==> src/sv/dmrw_pkg.sv <==
package dmrw_pkg;

  // command queue depth between the front and back parts
  localparam int FIFO_DEPTH = 2;

  // action codes on the input channel
  localparam logic [2:0] ACT_TICK  = 3'd0;
  localparam logic [2:0] ACT_SET_A = 3'd1;
  localparam logic [2:0] ACT_SET_B = 3'd2;
  localparam logic [2:0] ACT_STOP  = 3'd3;
  localparam logic [2:0] ACT_ESTOP = 3'd4;
  localparam logic [2:0] ACT_SEEN  = 3'd5;

  // register indexes (byte address / 4)
  localparam logic [2:0] REG_ACCEL_STEP   = 3'd0;
  localparam logic [2:0] REG_RAMP_PERIOD  = 3'd1;
  localparam logic [2:0] REG_MAX_SPEED    = 3'd2;
  localparam logic [2:0] REG_TRIM_A       = 3'd3;
  localparam logic [2:0] REG_TRIM_B       = 3'd4;
  localparam logic [2:0] REG_WD_LIMIT     = 3'd5;

  typedef enum logic [2:0] {
    OP_TICK,
    OP_SET_A,
    OP_SET_B,
    OP_STOP,
    OP_ESTOP,
    OP_SEEN,
    OP_NONE
  } op_t;

  typedef logic signed [8:0] speed_t;

  typedef struct packed {
    op_t    op;
    speed_t speed;
  } cmd_t;

  typedef struct packed {
    logic empty;
    logic full;
  } fifo_stat_t;

  typedef struct packed {
    logic        [7:0]  accel_step;
    logic        [15:0] ramp_period_ms;
    logic        [7:0]  max_speed;
    logic signed [7:0]  trim_a;
    logic signed [7:0]  trim_b;
    logic        [15:0] watchdog_limit_ms;
  } cfg_t;

  typedef struct packed {
    logic signed [1:0] dir;
    logic        [7:0] pwm;
  } drive_t;

endpackage

==> src/sv/dmrw_front.sv <==
module dmrw_front
  import dmrw_pkg::*;
(
  input  logic               in_valid,
  input  logic [2:0]         in_action,
  input  logic signed [15:0] in_speed_value,
  output logic               in_stall,
  input  fifo_stat_t         fifo_stat,
  output logic               push,
  output cmd_t               cmd
);

  localparam logic signed [15:0] SPD_HI = 16'sd255;
  localparam logic signed [15:0] SPD_LO = -16'sd255;

  assign in_stall = fifo_stat.full;
  assign push     = in_valid & ~fifo_stat.full;

  always_comb begin
    case (in_action)
      ACT_TICK:  cmd.op = OP_TICK;
      ACT_SET_A: cmd.op = OP_SET_A;
      ACT_SET_B: cmd.op = OP_SET_B;
      ACT_STOP:  cmd.op = OP_STOP;
      ACT_ESTOP: cmd.op = OP_ESTOP;
      ACT_SEEN:  cmd.op = OP_SEEN;
      default:   cmd.op = OP_NONE;
    endcase

    // saturate to the legal speed range
    if (in_speed_value > SPD_HI) begin
      cmd.speed = SPD_HI[8:0];
    end else if (in_speed_value < SPD_LO) begin
      cmd.speed = SPD_LO[8:0];
    end else begin
      cmd.speed = in_speed_value[8:0];
    end
  end

endmodule

==> src/sv/dmrw_fifo.sv <==
module dmrw_fifo
  import dmrw_pkg::*;
(
  input  logic       clk,
  input  logic       rst_n,
  input  logic       push,
  input  cmd_t       din,
  input  logic       pop,
  output cmd_t       dout,
  output fifo_stat_t stat
);

  localparam int IDX_W = (FIFO_DEPTH > 1) ? $clog2(FIFO_DEPTH) : 1;
  localparam int CNT_W = $clog2(FIFO_DEPTH + 1);
  localparam logic [IDX_W-1:0] LAST_IDX = IDX_W'(FIFO_DEPTH - 1);
  localparam logic [CNT_W-1:0] FULL_CNT = CNT_W'(FIFO_DEPTH);

  cmd_t             mem_r [FIFO_DEPTH];
  logic [IDX_W-1:0] wr_ptr_r, wr_ptr_nxt;
  logic [IDX_W-1:0] rd_ptr_r, rd_ptr_nxt;
  logic [CNT_W-1:0] cnt_r, cnt_nxt;

  assign stat.empty = (cnt_r == '0);
  assign stat.full  = (cnt_r == FULL_CNT);
  assign dout       = mem_r[rd_ptr_r];

  always_comb begin
    wr_ptr_nxt = wr_ptr_r;
    rd_ptr_nxt = rd_ptr_r;
    cnt_nxt    = cnt_r;
    if (push) begin
      wr_ptr_nxt = (wr_ptr_r == LAST_IDX) ? '0 : wr_ptr_r + 1'b1;
    end
    if (pop) begin
      rd_ptr_nxt = (rd_ptr_r == LAST_IDX) ? '0 : rd_ptr_r + 1'b1;
    end
    if (push && !pop) begin
      cnt_nxt = cnt_r + 1'b1;
    end else if (pop && !push) begin
      cnt_nxt = cnt_r - 1'b1;
    end
  end

  always_ff @(posedge clk) begin
    if (!rst_n) begin
      wr_ptr_r <= '0;
      rd_ptr_r <= '0;
      cnt_r    <= '0;
    end else begin
      wr_ptr_r <= wr_ptr_nxt;
      rd_ptr_r <= rd_ptr_nxt;
      cnt_r    <= cnt_nxt;
    end
  end

  always_ff @(posedge clk) begin
    if (push) begin
      mem_r[wr_ptr_r] <= din;
    end
  end

endmodule

==> src/sv/dmrw_scale.sv <==
// pwm = min(255, floor(mag * max_speed * (100 + trim) / 25500)), trim clamped to [-100, 100], registered
module dmrw_scale (
  input  logic              clk,
  input  logic [7:0]        mag,
  input  logic [7:0]        max_speed,
  input  logic signed [7:0] trim,
  output logic [7:0]        pwm
);

  localparam int PWM_DIV_I   = 25500;
  localparam int RECIP_SHIFT = 24;
  localparam logic [23:0] PWM_DIV    = 24'(PWM_DIV_I);
  localparam logic [9:0]  RECIP_MUL  = 10'((1 << RECIP_SHIFT) / PWM_DIV_I);
  localparam logic [23:0] SAT_THRESH = 24'(255 * PWM_DIV_I);
  localparam logic signed [7:0] TRIM_HI = 8'sd100;
  localparam logic signed [7:0] TRIM_LO = -8'sd100;
  localparam logic signed [8:0] TRIM_BIAS = 9'sd100;

  logic signed [7:0] trim_c;
  logic signed [8:0] tf_wide;
  logic [15:0] p1_r;
  logic [7:0]  tf_r;
  logic [23:0] p2_r;
  logic [22:0] p2d_r;
  logic [8:0]  q0_r;
  logic        sat_r;
  logic [32:0] recip_prod;
  logic [23:0] q_prod;
  logic [23:0] rem;
  logic [8:0]  q1;
  logic [7:0]  pwm_r;

  always_comb begin
    if (trim > TRIM_HI) begin
      trim_c = TRIM_HI;
    end else if (trim < TRIM_LO) begin
      trim_c = TRIM_LO;
    end else begin
      trim_c = trim;
    end
    tf_wide = {trim_c[7], trim_c} + TRIM_BIAS;
  end

  // estimate is the true quotient or one less; one compare fixes it
  assign recip_prod = 33'(p2_r[22:0]) * 33'(RECIP_MUL);
  assign q_prod     = 24'(q0_r) * PWM_DIV;
  assign rem        = 24'(p2d_r) - q_prod;
  assign q1         = q0_r + 9'(rem >= PWM_DIV);

  always_ff @(posedge clk) begin
    p1_r  <= 16'(mag) * 16'(max_speed);
    tf_r  <= tf_wide[7:0];
    p2_r  <= 24'(p1_r) * 24'(tf_r);
    q0_r  <= recip_prod[RECIP_SHIFT +: 9];
    p2d_r <= p2_r[22:0];
    sat_r <= (p2_r >= SAT_THRESH);
    pwm_r <= sat_r ? 8'hFF : q1[7:0];
  end

  assign pwm = pwm_r;

endmodule

==> src/sv/dmrw_back.sv <==
module dmrw_back
  import dmrw_pkg::*;
(
  input  logic              clk,
  input  logic              rst_n,
  input  cfg_t              cfg,
  input  fifo_stat_t        fifo_stat,
  input  cmd_t              fifo_dout,
  output logic              pop,
  input  logic              out_stall,
  output logic              out_valid,
  output logic signed [1:0] out_dir_a,
  output logic [7:0]        out_pwm_a,
  output logic signed [1:0] out_dir_b,
  output logic [7:0]        out_pwm_b,
  output logic              out_ramp_fired,
  output logic              out_watchdog_stopped
);

  localparam int SCALE_LAT = 4;
  localparam logic [1:0]  SCALE_LAST   = 2'(SCALE_LAT - 1);
  localparam logic [7:0]  STEP_JUMP    = 8'd255;
  localparam logic [15:0] RAMP_CNT_MAX = 16'hFFFF;
  localparam logic [16:0] CMD_CNT_MAX  = 17'h1FFFF;

  typedef enum logic [3:0] {
    ST_IDLE  = 4'b0001,
    ST_EXEC  = 4'b0010,
    ST_SCALE = 4'b0100,
    ST_DONE  = 4'b1000
  } state_t;

  function automatic speed_t slew(speed_t cur, speed_t tgt, logic [7:0] step);
    logic signed [9:0] diff;
    logic signed [9:0] ndiff;
    logic [8:0]        mag;
    logic [9:0]        moved;
    speed_t            res;
    diff  = {tgt[8], tgt} - {cur[8], cur};
    ndiff = -diff;
    mag   = diff[9] ? ndiff[8:0] : diff[8:0];
    if (step == STEP_JUMP || mag <= {1'b0, step}) begin
      res = tgt;
    end else begin
      if (diff[9]) begin
        moved = {cur[8], cur} - {2'b00, step};
      end else begin
        moved = {cur[8], cur} + {2'b00, step};
      end
      res = moved[8:0];
    end
    return res;
  endfunction

  function automatic logic signed [1:0] sign_of(speed_t s);
    logic signed [1:0] d;
    if (s > 9'sd0) begin
      d = 2'sd1;
    end else if (s < 9'sd0) begin
      d = -2'sd1;
    end else begin
      d = 2'sd0;
    end
    return d;
  endfunction

  state_t      state_r, state_nxt;
  cmd_t        cmd_r, cmd_nxt;
  speed_t      tgt_a_r, tgt_a_nxt, tgt_b_r, tgt_b_nxt;
  speed_t      cur_a_r, cur_a_nxt, cur_b_r, cur_b_nxt;
  logic [15:0] ramp_cnt_r, ramp_cnt_nxt;
  logic [16:0] cmd_cnt_r, cmd_cnt_nxt;
  drive_t      drv_a_r, drv_a_nxt, drv_b_r, drv_b_nxt;
  logic        fired_r, fired_nxt, wd_r, wd_nxt;
  logic [1:0]  lat_cnt_r, lat_cnt_nxt;

  logic              out_valid_r, out_valid_nxt;
  drive_t            out_a_r, out_a_nxt, out_b_r, out_b_nxt;
  logic              out_fired_r, out_fired_nxt, out_wd_r, out_wd_nxt;

  logic [15:0] ramp_inc;
  logic [16:0] cmd_inc;
  logic        fire, wd_trip, out_free;
  speed_t      neg_a, neg_b;
  logic [7:0]  pwm_a, pwm_b;
  drive_t      new_a, new_b;

  assign neg_a = -cur_a_r;
  assign neg_b = -cur_b_r;

  dmrw_scale u_scale_a (
    .clk       (clk),
    .mag       (cur_a_r[8] ? neg_a[7:0] : cur_a_r[7:0]),
    .max_speed (cfg.max_speed),
    .trim      (cfg.trim_a),
    .pwm       (pwm_a)
  );

  dmrw_scale u_scale_b (
    .clk       (clk),
    .mag       (cur_b_r[8] ? neg_b[7:0] : cur_b_r[7:0]),
    .max_speed (cfg.max_speed),
    .trim      (cfg.trim_b),
    .pwm       (pwm_b)
  );

  always_comb begin
    ramp_inc = (ramp_cnt_r == RAMP_CNT_MAX) ? ramp_cnt_r : ramp_cnt_r + 16'd1;
    cmd_inc  = (cmd_cnt_r == CMD_CNT_MAX) ? cmd_cnt_r : cmd_cnt_r + 17'd1;
    fire     = (ramp_inc >= cfg.ramp_period_ms);
    wd_trip  = (cfg.watchdog_limit_ms != '0) &&
               (cmd_inc > {1'b0, cfg.watchdog_limit_ms}) &&
               (tgt_a_r != '0 || tgt_b_r != '0);
    out_free = ~out_valid_r | ~out_stall;

    new_a.dir = sign_of(cur_a_r);
    new_a.pwm = (new_a.dir == 2'sd0) ? 8'd0 : pwm_a;
    new_b.dir = sign_of(cur_b_r);
    new_b.pwm = (new_b.dir == 2'sd0) ? 8'd0 : pwm_b;
  end

  always_comb begin
    state_nxt     = state_r;
    cmd_nxt       = cmd_r;
    tgt_a_nxt     = tgt_a_r;
    tgt_b_nxt     = tgt_b_r;
    cur_a_nxt     = cur_a_r;
    cur_b_nxt     = cur_b_r;
    ramp_cnt_nxt  = ramp_cnt_r;
    cmd_cnt_nxt   = cmd_cnt_r;
    drv_a_nxt     = drv_a_r;
    drv_b_nxt     = drv_b_r;
    fired_nxt     = fired_r;
    wd_nxt        = wd_r;
    lat_cnt_nxt   = lat_cnt_r;
    pop           = 1'b0;
    out_valid_nxt = out_valid_r & out_stall;
    out_a_nxt     = out_a_r;
    out_b_nxt     = out_b_r;
    out_fired_nxt = out_fired_r;
    out_wd_nxt    = out_wd_r;

    case (state_r)
      ST_IDLE: begin
        if (!fifo_stat.empty) begin
          pop       = 1'b1;
          cmd_nxt   = fifo_dout;
          state_nxt = ST_EXEC;
        end
      end
      ST_EXEC: begin
        fired_nxt   = 1'b0;
        wd_nxt      = 1'b0;
        lat_cnt_nxt = '0;
        state_nxt   = ST_DONE;
        case (cmd_r.op)
          OP_TICK: begin
            ramp_cnt_nxt = fire ? '0 : ramp_inc;
            cmd_cnt_nxt  = cmd_inc;
            if (fire) begin
              cur_a_nxt = slew(cur_a_r, tgt_a_r, cfg.accel_step);
              cur_b_nxt = slew(cur_b_r, tgt_b_r, cfg.accel_step);
              fired_nxt = 1'b1;
              state_nxt = ST_SCALE;
            end
            if (wd_trip) begin
              tgt_a_nxt = '0;
              tgt_b_nxt = '0;
              wd_nxt    = 1'b1;
            end
          end
          OP_SET_A: tgt_a_nxt = cmd_r.speed;
          OP_SET_B: tgt_b_nxt = cmd_r.speed;
          OP_STOP: begin
            tgt_a_nxt = '0;
            tgt_b_nxt = '0;
          end
          OP_ESTOP: begin
            tgt_a_nxt = '0;
            tgt_b_nxt = '0;
            cur_a_nxt = '0;
            cur_b_nxt = '0;
            drv_a_nxt = '0;
            drv_b_nxt = '0;
          end
          OP_SEEN: cmd_cnt_nxt = '0;
          default: ;
        endcase
      end
      ST_SCALE: begin
        lat_cnt_nxt = lat_cnt_r + 2'd1;
        if (lat_cnt_r == SCALE_LAST) begin
          state_nxt = ST_DONE;
        end
      end
      ST_DONE: begin
        if (out_free) begin
          if (fired_r) begin
            drv_a_nxt = new_a;
            drv_b_nxt = new_b;
          end
          out_valid_nxt = 1'b1;
          out_a_nxt     = fired_r ? new_a : drv_a_r;
          out_b_nxt     = fired_r ? new_b : drv_b_r;
          out_fired_nxt = fired_r;
          out_wd_nxt    = wd_r;
          state_nxt     = ST_IDLE;
        end
      end
      default: state_nxt = ST_IDLE;
    endcase
  end

  always_ff @(posedge clk) begin
    if (!rst_n) begin
      state_r     <= ST_IDLE;
      tgt_a_r     <= '0;
      tgt_b_r     <= '0;
      cur_a_r     <= '0;
      cur_b_r     <= '0;
      ramp_cnt_r  <= '0;
      cmd_cnt_r   <= '0;
      drv_a_r     <= '0;
      drv_b_r     <= '0;
      fired_r     <= 1'b0;
      wd_r        <= 1'b0;
      lat_cnt_r   <= '0;
      out_valid_r <= 1'b0;
    end else begin
      state_r     <= state_nxt;
      tgt_a_r     <= tgt_a_nxt;
      tgt_b_r     <= tgt_b_nxt;
      cur_a_r     <= cur_a_nxt;
      cur_b_r     <= cur_b_nxt;
      ramp_cnt_r  <= ramp_cnt_nxt;
      cmd_cnt_r   <= cmd_cnt_nxt;
      drv_a_r     <= drv_a_nxt;
      drv_b_r     <= drv_b_nxt;
      fired_r     <= fired_nxt;
      wd_r        <= wd_nxt;
      lat_cnt_r   <= lat_cnt_nxt;
      out_valid_r <= out_valid_nxt;
    end
  end

  always_ff @(posedge clk) begin
    cmd_r       <= cmd_nxt;
    out_a_r     <= out_a_nxt;
    out_b_r     <= out_b_nxt;
    out_fired_r <= out_fired_nxt;
    out_wd_r    <= out_wd_nxt;
  end

  assign out_valid            = out_valid_r;
  assign out_dir_a            = out_a_r.dir;
  assign out_pwm_a            = out_a_r.pwm;
  assign out_dir_b            = out_b_r.dir;
  assign out_pwm_b            = out_b_r.pwm;
  assign out_ramp_fired       = out_fired_r;
  assign out_watchdog_stopped = out_wd_r;

endmodule

==> src/sv/dual_motor_ramp_watchdog_top.sv <==
// Channel   | Direction | Handshake                  | Payload
// ----------+-----------+----------------------------+-----------------------------------
// in_       | input     | in_valid / in_stall        | action, speed_value
// out_      | output    | out_valid / out_stall      | dir_a, pwm_a, dir_b, pwm_b, flags
// APB       | input     | psel, penable, pwrite      | paddr, pwdata -> prdata, pready=1
//
// Sequencing: one transaction at a time in the back end. A tick that fires the ramp
//   passes queue pop, execute, the scaling pipeline and result load; every other
//   transaction passes queue pop, execute and result load, skipping the scaling pipeline.
// Reset: synchronous, active low; clears the queue, motor state and the
//   configuration registers to their defaults.
// Stalls: a 2-entry queue lets input keep landing while out_stall holds a result, until it fills.
module dual_motor_ramp_watchdog_top
  import dmrw_pkg::*;
(
  input  logic               clk,
  input  logic               rst_n,

  // command transactions
  input  logic               in_valid,
  input  logic [2:0]         in_action,
  input  logic signed [15:0] in_speed_value,
  output logic               in_stall,

  // drive status transactions
  output logic               out_valid,
  input  logic               out_stall,
  output logic signed [1:0]  out_dir_a,
  output logic [7:0]         out_pwm_a,
  output logic signed [1:0]  out_dir_b,
  output logic [7:0]         out_pwm_b,
  output logic               out_ramp_fired,
  output logic               out_watchdog_stopped,

  // register port
  input  logic               psel,
  input  logic               penable,
  input  logic               pwrite,
  input  logic [4:0]         paddr,
  input  logic [31:0]        pwdata,
  output logic [31:0]        prdata,
  output logic               pready
);

  // register defaults
  localparam logic [7:0]  ACCEL_STEP_RST  = 8'd255;
  localparam logic [15:0] RAMP_PERIOD_RST = 16'd20;
  localparam logic [7:0]  MAX_SPEED_RST   = 8'd200;

  cfg_t       cfg_r;
  logic       reg_we;
  logic [2:0] reg_idx;

  fifo_stat_t fifo_stat;
  cmd_t       push_cmd, pop_cmd;
  logic       push, pop;

  // ---------------------------------------------------------------------
  // Register file: written on the access phase, read back combinationally
  // ---------------------------------------------------------------------
  assign pready  = 1'b1;
  assign reg_we  = psel & penable & pwrite & pready;
  assign reg_idx = paddr[4:2];

  always_ff @(posedge clk) begin
    if (!rst_n) begin
      cfg_r.accel_step        <= ACCEL_STEP_RST;
      cfg_r.ramp_period_ms    <= RAMP_PERIOD_RST;
      cfg_r.max_speed         <= MAX_SPEED_RST;
      cfg_r.trim_a            <= '0;
      cfg_r.trim_b            <= '0;
      cfg_r.watchdog_limit_ms <= '0;
    end else if (reg_we) begin
      case (reg_idx)
        REG_ACCEL_STEP:  cfg_r.accel_step        <= pwdata[7:0];
        REG_RAMP_PERIOD: cfg_r.ramp_period_ms    <= pwdata[15:0];
        REG_MAX_SPEED:   cfg_r.max_speed         <= pwdata[7:0];
        REG_TRIM_A:      cfg_r.trim_a            <= pwdata[7:0];
        REG_TRIM_B:      cfg_r.trim_b            <= pwdata[7:0];
        REG_WD_LIMIT:    cfg_r.watchdog_limit_ms <= pwdata[15:0];
        default: ;
      endcase
    end
  end

  always_comb begin
    case (reg_idx)
      REG_ACCEL_STEP:  prdata = 32'(cfg_r.accel_step);
      REG_RAMP_PERIOD: prdata = 32'(cfg_r.ramp_period_ms);
      REG_MAX_SPEED:   prdata = 32'(cfg_r.max_speed);
      REG_TRIM_A:      prdata = 32'(unsigned'(cfg_r.trim_a));
      REG_TRIM_B:      prdata = 32'(unsigned'(cfg_r.trim_b));
      REG_WD_LIMIT:    prdata = 32'(cfg_r.watchdog_limit_ms);
      default:         prdata = '0;
    endcase
  end

  // ---------------------------------------------------------------------
  // Front end: decode action, saturate speed, push into the queue
  // ---------------------------------------------------------------------
  dmrw_front u_front (
    .in_valid       (in_valid),
    .in_action      (in_action),
    .in_speed_value (in_speed_value),
    .in_stall       (in_stall),
    .fifo_stat      (fifo_stat),
    .push           (push),
    .cmd            (push_cmd)
  );

  dmrw_fifo u_fifo (
    .clk   (clk),
    .rst_n (rst_n),
    .push  (push),
    .din   (push_cmd),
    .pop   (pop),
    .dout  (pop_cmd),
    .stat  (fifo_stat)
  );

  // ---------------------------------------------------------------------
  // Back end: ramp timers, slew, watchdog, drive scaling, result register
  // ---------------------------------------------------------------------
  dmrw_back u_back (
    .clk                  (clk),
    .rst_n                (rst_n),
    .cfg                  (cfg_r),
    .fifo_stat            (fifo_stat),
    .fifo_dout            (pop_cmd),
    .pop                  (pop),
    .out_stall            (out_stall),
    .out_valid            (out_valid),
    .out_dir_a            (out_dir_a),
    .out_pwm_a            (out_pwm_a),
    .out_dir_b            (out_dir_b),
    .out_pwm_b            (out_pwm_b),
    .out_ramp_fired       (out_ramp_fired),
    .out_watchdog_stopped (out_watchdog_stopped)
  );

endmodule

==> config.mk <==
export PLATFORM = sky130hd
export DESIGN_NAME = dual_motor_ramp_watchdog_top
export DESIGN_NICKNAME = d
export VERILOG_FILES = /design/src/sv/dmrw_pkg.sv /design/src/sv/dmrw_front.sv /design/src/sv/dmrw_fifo.sv /design/src/sv/dmrw_scale.sv /design/src/sv/dmrw_back.sv /design/src/sv/dual_motor_ramp_watchdog_top.sv
export SDC_FILE = /design/constraint.sdc
export NUM_CORES = 2
export LEC_CHECK = 0
export BUFFER_PORTS_ARGS = -buffer_cell sky130_fd_sc_hd__buf_4
export CAP_MARGIN = 20
export CORE_MARGIN = 4
export CORE_UTILIZATION = 45
export CTS_BUF_LIST = sky130_fd_sc_hd__clkbuf_16
export CTS_CLUSTER_SIZE = 40
export DETAILED_ROUTE_END_ITERATION = 10
export SKIP_CTS_REPAIR_TIMING = 1
export SYNTH_ARGS = -nofsm -noshare
export SYNTH_HDL_FRONTEND = slang
export SYNTH_SLANG_ARGS = --single-unit
==> constraint.sdc <==
create_clock -name clk -period 20.7 [get_ports clk]
set_input_delay 3.105 -clock clk [delete_from_list [all_inputs] [get_ports clk]]
set_output_delay 3.105 -clock clk [all_outputs]
set_load 0.01 [all_outputs]
### Word-level counts from Yosys, hierarchy flattened

Memory sizes are Yosys's and may differ from the RTL's. A register that Yosys moved wholly into a read port is not among the register bits.
Index checks and enable logic that the tools add are counted.

* register bits: 366
* memory bits (writable): 24
* input port bits: 63
* output and inout bits: 57
* memories kept: 1

* add/subtract/negate cells: 23
* $mul: 8
* magnitude comparators: 18
* equality and inequality tests: 30
* multiplexer cells: 61
* bitwise logic cells: 9
* reduce and logical (&&, ||, !) cells: 41

Memories
* u_fifo.mem_r: words 2, width 12, rd ports 1, clocked after Yosys merged registers in 1, write ports 1, RTL line dmrw_fifo.sv:18 `cmd_t mem_r [FIFO_DEPTH];`

Operator list (number)
* 2-to-1 mux 9 bit: 11
* one-hot mux 16 bit (6 select lines): 1
* multiplier 23 x 10 -> 33 bit (second input constant): 2
* 2-to-1 mux 8 bit: 8
* one-hot mux 9 bit (3 select lines): 2
* 2-to-1 mux 10 bit: 5
* greater-or-equal comparator 24 x 15 -> 1 bit (second input constant): 2
* greater-or-equal comparator 24 x 23 -> 1 bit (second input constant): 2
* multiplier 16 x 8 -> 24 bit: 2
* subtractor 23 x 24 -> 24 bit: 2
* multiplier 9 x 13 -> 22 bit (second input constant): 2
* one-hot mux 10 bit (2 select lines): 2
* one-hot mux 9 bit (2 select lines): 2
* one-hot mux 17 bit (2 select lines): 1
* multiplier 8 x 8 -> 16 bit: 2
* 2-to-1 mux 16 bit: 2
* 2-to-1 mux 4 bit: 5
* AND reduction 2 bit: 10
* subtractor 9 x 9 -> 10 bit: 2
* adder 9 bit: 2
* equality test 3 x 2 -> 1 bit (second input constant): 6
* equality test 3 bit (second input constant): 6
* > comparator 9 x 1 -> 1 bit (second input constant): 2
* <= comparator 9 x 8 -> 1 bit: 2
* other kinds (48): 107

### Depth between registers and ports, before layout

* depth in word-level cells: 8
* mapped depth: 34

### Hierarchy

Synthesis repeated with hierarchy kept, for this count alone.

* cell total of the unflattened synthesis: 4718
* area, all modules: 42303.1 µm²

By module, submodules not included
* dmrw_scale (u_back.u_scale_a): instances 1, cells an instance 1583, area an instance 14143.6 µm²
* dmrw_scale (u_back.u_scale_b): instances 1, cells an instance 1567, area an instance 14072.2 µm²
* dmrw_back: instances 1, cells an instance 1162, area an instance 9724.3 µm²
* dual_motor_ramp_watchdog_top: instances 1, cells an instance 324, area an instance 3124.2 µm²
* dmrw_fifo: instances 1, cells an instance 59, area an instance 1079.8 µm²
* dmrw_front: instances 1, cells an instance 23, area an instance 158.9 µm²

### Worst setup path after synthesis

Ideal clock, no wire load.

* path type: input -> output
* start point: input port paddr[3]
* end point: output port prdata[6]
* data arrival time: 4.437 ns
* slack: 13.158 ns
* cell stages on the path: 5
* path buffers: 3
* cell sequence: clkbuf_1 -> clkbuf_1 -> buf_1 -> a31oi_1 -> o22ai_1

* longest elaborated chain between the ends: 2
* elaborated cells on any way between the ends: 7
* classes of those cells: 5 x eq/ne; 1 x mux; 1 x reduce/logical

Ends and longest elaborated chain
* start, declared: RTL line dual_motor_ramp_watchdog_top.sv:39 `input logic [4:0] paddr,`
* equality test 3 bit (tied with other cells): RTL line dual_motor_ramp_watchdog_top.sv:87 `case (reg_idx)`
* one-hot mux 16 bit (6 select lines) (*): RTL line dual_motor_ramp_watchdog_top.sv:87
* end, declared: RTL line dual_motor_ramp_watchdog_top.sv:41 `output logic [31:0] prdata,`

Mark *: on every way between the ends. The rest lies on a longest branch, timed or not.

### Worst setup path in the final report

* start point: register u_back.u_scale_b.q0_r[0]
* end point: register u_back.u_scale_b.pwm_r[6], in the netlist u_back.u_scale_b.pwm[6]

* longest elaborated chain between the ends: 4

Ends and longest elaborated chain
* start, declared: RTL line dmrw_scale.sv:25 `logic [8:0] q0_r;`
* start signal, assigned: RTL line dmrw_scale.sv:54 `q0_r <= recip_prod[RECIP_SHIFT +: 9];`
* multiplier 9 x 13 -> 22 bit: RTL line dmrw_scale.sv:46 `assign q_prod = 24'(q0_r) * PWM_DIV;`
* subtractor 23 x 24 -> 24 bit: RTL line dmrw_scale.sv:47 `assign rem = 24'(p2d_r) - q_prod;`
* greater-or-equal comparator 24 x 15 -> 1 bit: RTL line dmrw_scale.sv:48 `assign q1 = q0_r + 9'(rem >= PWM_DIV);`
* adder 8 x 1 -> 8 bit (*): RTL line dmrw_scale.sv:48
* end signal, assigned: RTL line dmrw_scale.sv:57 `pwm_r <= sat_r ? 8'hFF : q1[7:0];`
* end, declared: RTL line dmrw_scale.sv:31 `logic [7:0] pwm_r;`

Marked as above.
A chain may end at the register's enable or synchronous reset.

==> metrics.txt <==
Via Count=31440; Final Hold Fails=0; die width=311.7 um; share of layout cells above drive strength 1=5.433%; Synth Area in Compound Gates=11.40%; CP Max Fanout=7; Adder-Cell Fraction of Synth Area=36.79%; Detail Placement HPWL=77240 um; synth top area cells=ha_1 (19%), fa_1 (18%), dfxtp_1 (16%); CTS sink cnt=398; Commonest cells post-synth=inv_1 (807), ha_1 (635), nand2_1 (403); CTS tree=done; antenna violations before repair=4; Synth cell types=85; first-pass GRT wire length=160800 um; Multi-input gate area=0.02945 mm^2; largest net degree at the start of global routing=82; GP Congestion=0.8548; initial core utilization=45.35%; clk_lat worst skew=0.64 ns; via-per-instance ratio=5.282; clock transition at the registers of the reported paths=0.06 ns; PD cells=43.54 mW/mm^2; CTS H-tree lvls=2; CP Class=flip-flop to flip-flop; Nets=5791; Die Height=311.7 um; Post-Synth XOR/XNOR Area=4.633%; startpoint types=flip-flop; Tot GR Track Use=19.96%; Yosys top cell area share=19.14%; # setup viols final=0; RSZ-0062 raised after global routing=no; Slew @ Worst Pin=0.9357 ns; Pre-antenna DRT Iters=5; register area share after synthesis=20.60%; EDFF count, synth=58; arrival time at the worst endpoint=8.17 ns; Setup TNS=0 ns; most common cell in the netlist=inv_1; Post-Synthesis Cells=4675; FF+latch area=0.008548 mm^2; crit share post-route=37.09%; fmax=130.2 MHz; crit path capture type=flip-flop; Mapped Area=0.04151 mm^2; Ports=120; Starting DRT DRC Count=1656; Root Buffer=clkbuf_16; Layout fillers=8760; Critical Path RT=21.20 ns; number of max-cap violations=0; Antenna Nets Post-Route=0; Leak Pwr=22.84 nW; remaining global-route overflow=0; asr flop ratio synth=0%; Placement Rows=111; ant diodes=0; Final Util=49.32%; worst vdd ir=0.05789 mV; Post-Route WL=96780 um; core area=0.09152 mm^2; Tmin final=7.678 ns; Avg WL per Cell=16.26 um; Hold WC Path Type=flip-flop to flip-flop; Die Area=0.09716 mm^2; status=complete, no violations; main combinational cell family by area after synthesis=adder cells; #FFs+latches synth=398; # DRC=0; Yosys warnings=0; relative slew slack=37.62%; vias in the first global route=31270; TritonCTS buffer count=49; port bufs=84; Pins Over Slew Limit=0; mux cell area share after synthesis=2.255%; CTS Buffer Depth=3; Yosys top cell by area=ha_1; Simple-Gate Fraction of Synth Area=15.67%; Area Overhead vs Synth=8.763%; clock skew=0.05640 ns; most used flip-flop cell after synthesis=dfxtp_1; average size of a mapped cell=8.878 um^2
cells in the final DEF, fill, tap and decap left out, types with 38 or more instances in the layout:
cell / instances
ha_1: 635
o21ai_0: 131
dfxtp_1: 340
nor3_1: 71
nand3_1: 73
inv_1: 811
mux2i_1: 62
nand2_1: 403
a21o_1: 48
o21a_1: 42
or3_1: 38
a22oi_1: 55
xor2_1: 71
buf_4: 108
xnor2_1: 146
a21oi_1: 182
nor2_1: 274
nor2b_1: 54
nand2b_1: 53
clkbuf_16: 51
edfxtp_1: 58
fa_1: 366
and2_1: 181
cell families (layout without fill, tap and decap cells):
kind of cell,Yosys count,after routing
DFF,398,398
muxes,90,90
other,2,17
and+or+nand+nor,1321,1321
adders and majority gates,1001,1001
AOI/OAI and AO/OA,715,715
buffers and inverters,930,1007
xor gates and xnor gates,218,218
worst max-delay path, cell delays in order, from the launching register on:
cell	delay (ns)
dfxtp_1	0.62
fa_1	0.53
fa_1	0.50
inv_1	0.05
fa_1	0.47
fa_1	0.55
inv_1	0.04
ha_1	0.32
nand2_1	0.09
o211ai_1	0.13
and3_1	0.19
o41ai_1	0.51
o21ai_0	0.19
a2111oi_0	0.63
or3_1	0.22
xor2_1	0.16
ha_1	0.29
o21a_1	0.22
nor2_1	0.09
a31oi_1	0.05
xnor2_1	0.14
xnor2_1	0.13
or4_1	0.58
ha_1	0.27
ha_1	0.24
nand4_1	0.13
xor2_1	0.16
nand2b_1	0.07
layer usage:
metal	vias up	track usage, %	wire, um
li1	15640	-	-
met1	15130	27.90	46090
met2	563	33.46	44860
met3	106	2.507	4155
met4	2	3.855	1655
met5	-	0	13
area by class of cell:
cell class,count,share of cell area (%)
Clock inverter,40,1.189
Multi-Input combinational cell,3362,65.24
Inverter,807,6.716
Tap cell,1186,3.287
Timing Repair Buffer,109,1.807
Sequential cell,398,18.94
Clock buffer,51,2.827
sequential cells by signal, summed over array words and instances, names as in the netlist, 10 cells and up:
| name | cells |
|---|---|
| cfg_r | 64 |
| u_back.cmd_cnt_r | 17 |
| u_back.cmd_r | 12 |
| u_back.drv_a_r | 10 |
| u_back.drv_b_r | 10 |
| u_back.ramp_cnt_r | 16 |
| u_back.u_scale_a.p1_r | 16 |
| u_back.u_scale_a.p2_r | 24 |
| u_back.u_scale_a.p2d_r | 21 |
| u_back.u_scale_b.p1_r | 16 |
| u_back.u_scale_b.p2_r | 24 |
| u_back.u_scale_b.p2d_r | 21 |
| u_fifo.mem_r | 24 |
metrics by stage:
stage / setup WS, ns / hold WS [ns] / total power, W / cells / area [um^2]
after global routing: 12.42 / 0.4233 / 0.002043 / 5953 / 45140
after detailed placement: 12.99 / 0.4214 / 0.001028 / 5859 / 43310
final: 13.02 / 0.4166 / 0.001966 / 5953 / 45140
after global placement: 13.04 / 0.4235 / 0.001027 / 5858 / 43300
after floorplan: 13.16 / 0.3713 / 0.0009631 / 4690 / 41560
after CTS: 12.97 / 0.4158 / 0.001991 / 5950 / 45120
power by group:
part | leakage [nW] | switching [W] | internal, W
sequential | 3.27 | 0.0000322 | 0.000821
clock | 0.901 | 0.000372 | 0.000580
combinational | 18.7 | 0.0000962 | 0.0000646
final timing paths:
kind | from | endpoint | slack (ns) | cells past startpoint
max | u_back.u_scale_b.q0_r[0] | u_back.u_scale_b.pwm[6] | 13.02 | 27
min | u_back.u_scale_b.p2_r[20] | u_back.u_scale_b.p2d_r[20] | 0.42 | 0
max reg2reg | u_back.u_scale_b.q0_r[0] | u_back.u_scale_b.pwm[6] | 13.02 | 27
min reg2reg | u_back.u_scale_b.p2_r[20] | u_back.u_scale_b.p2d_r[20] | 0.42 | 0
(Power assumes the default switching activity.)
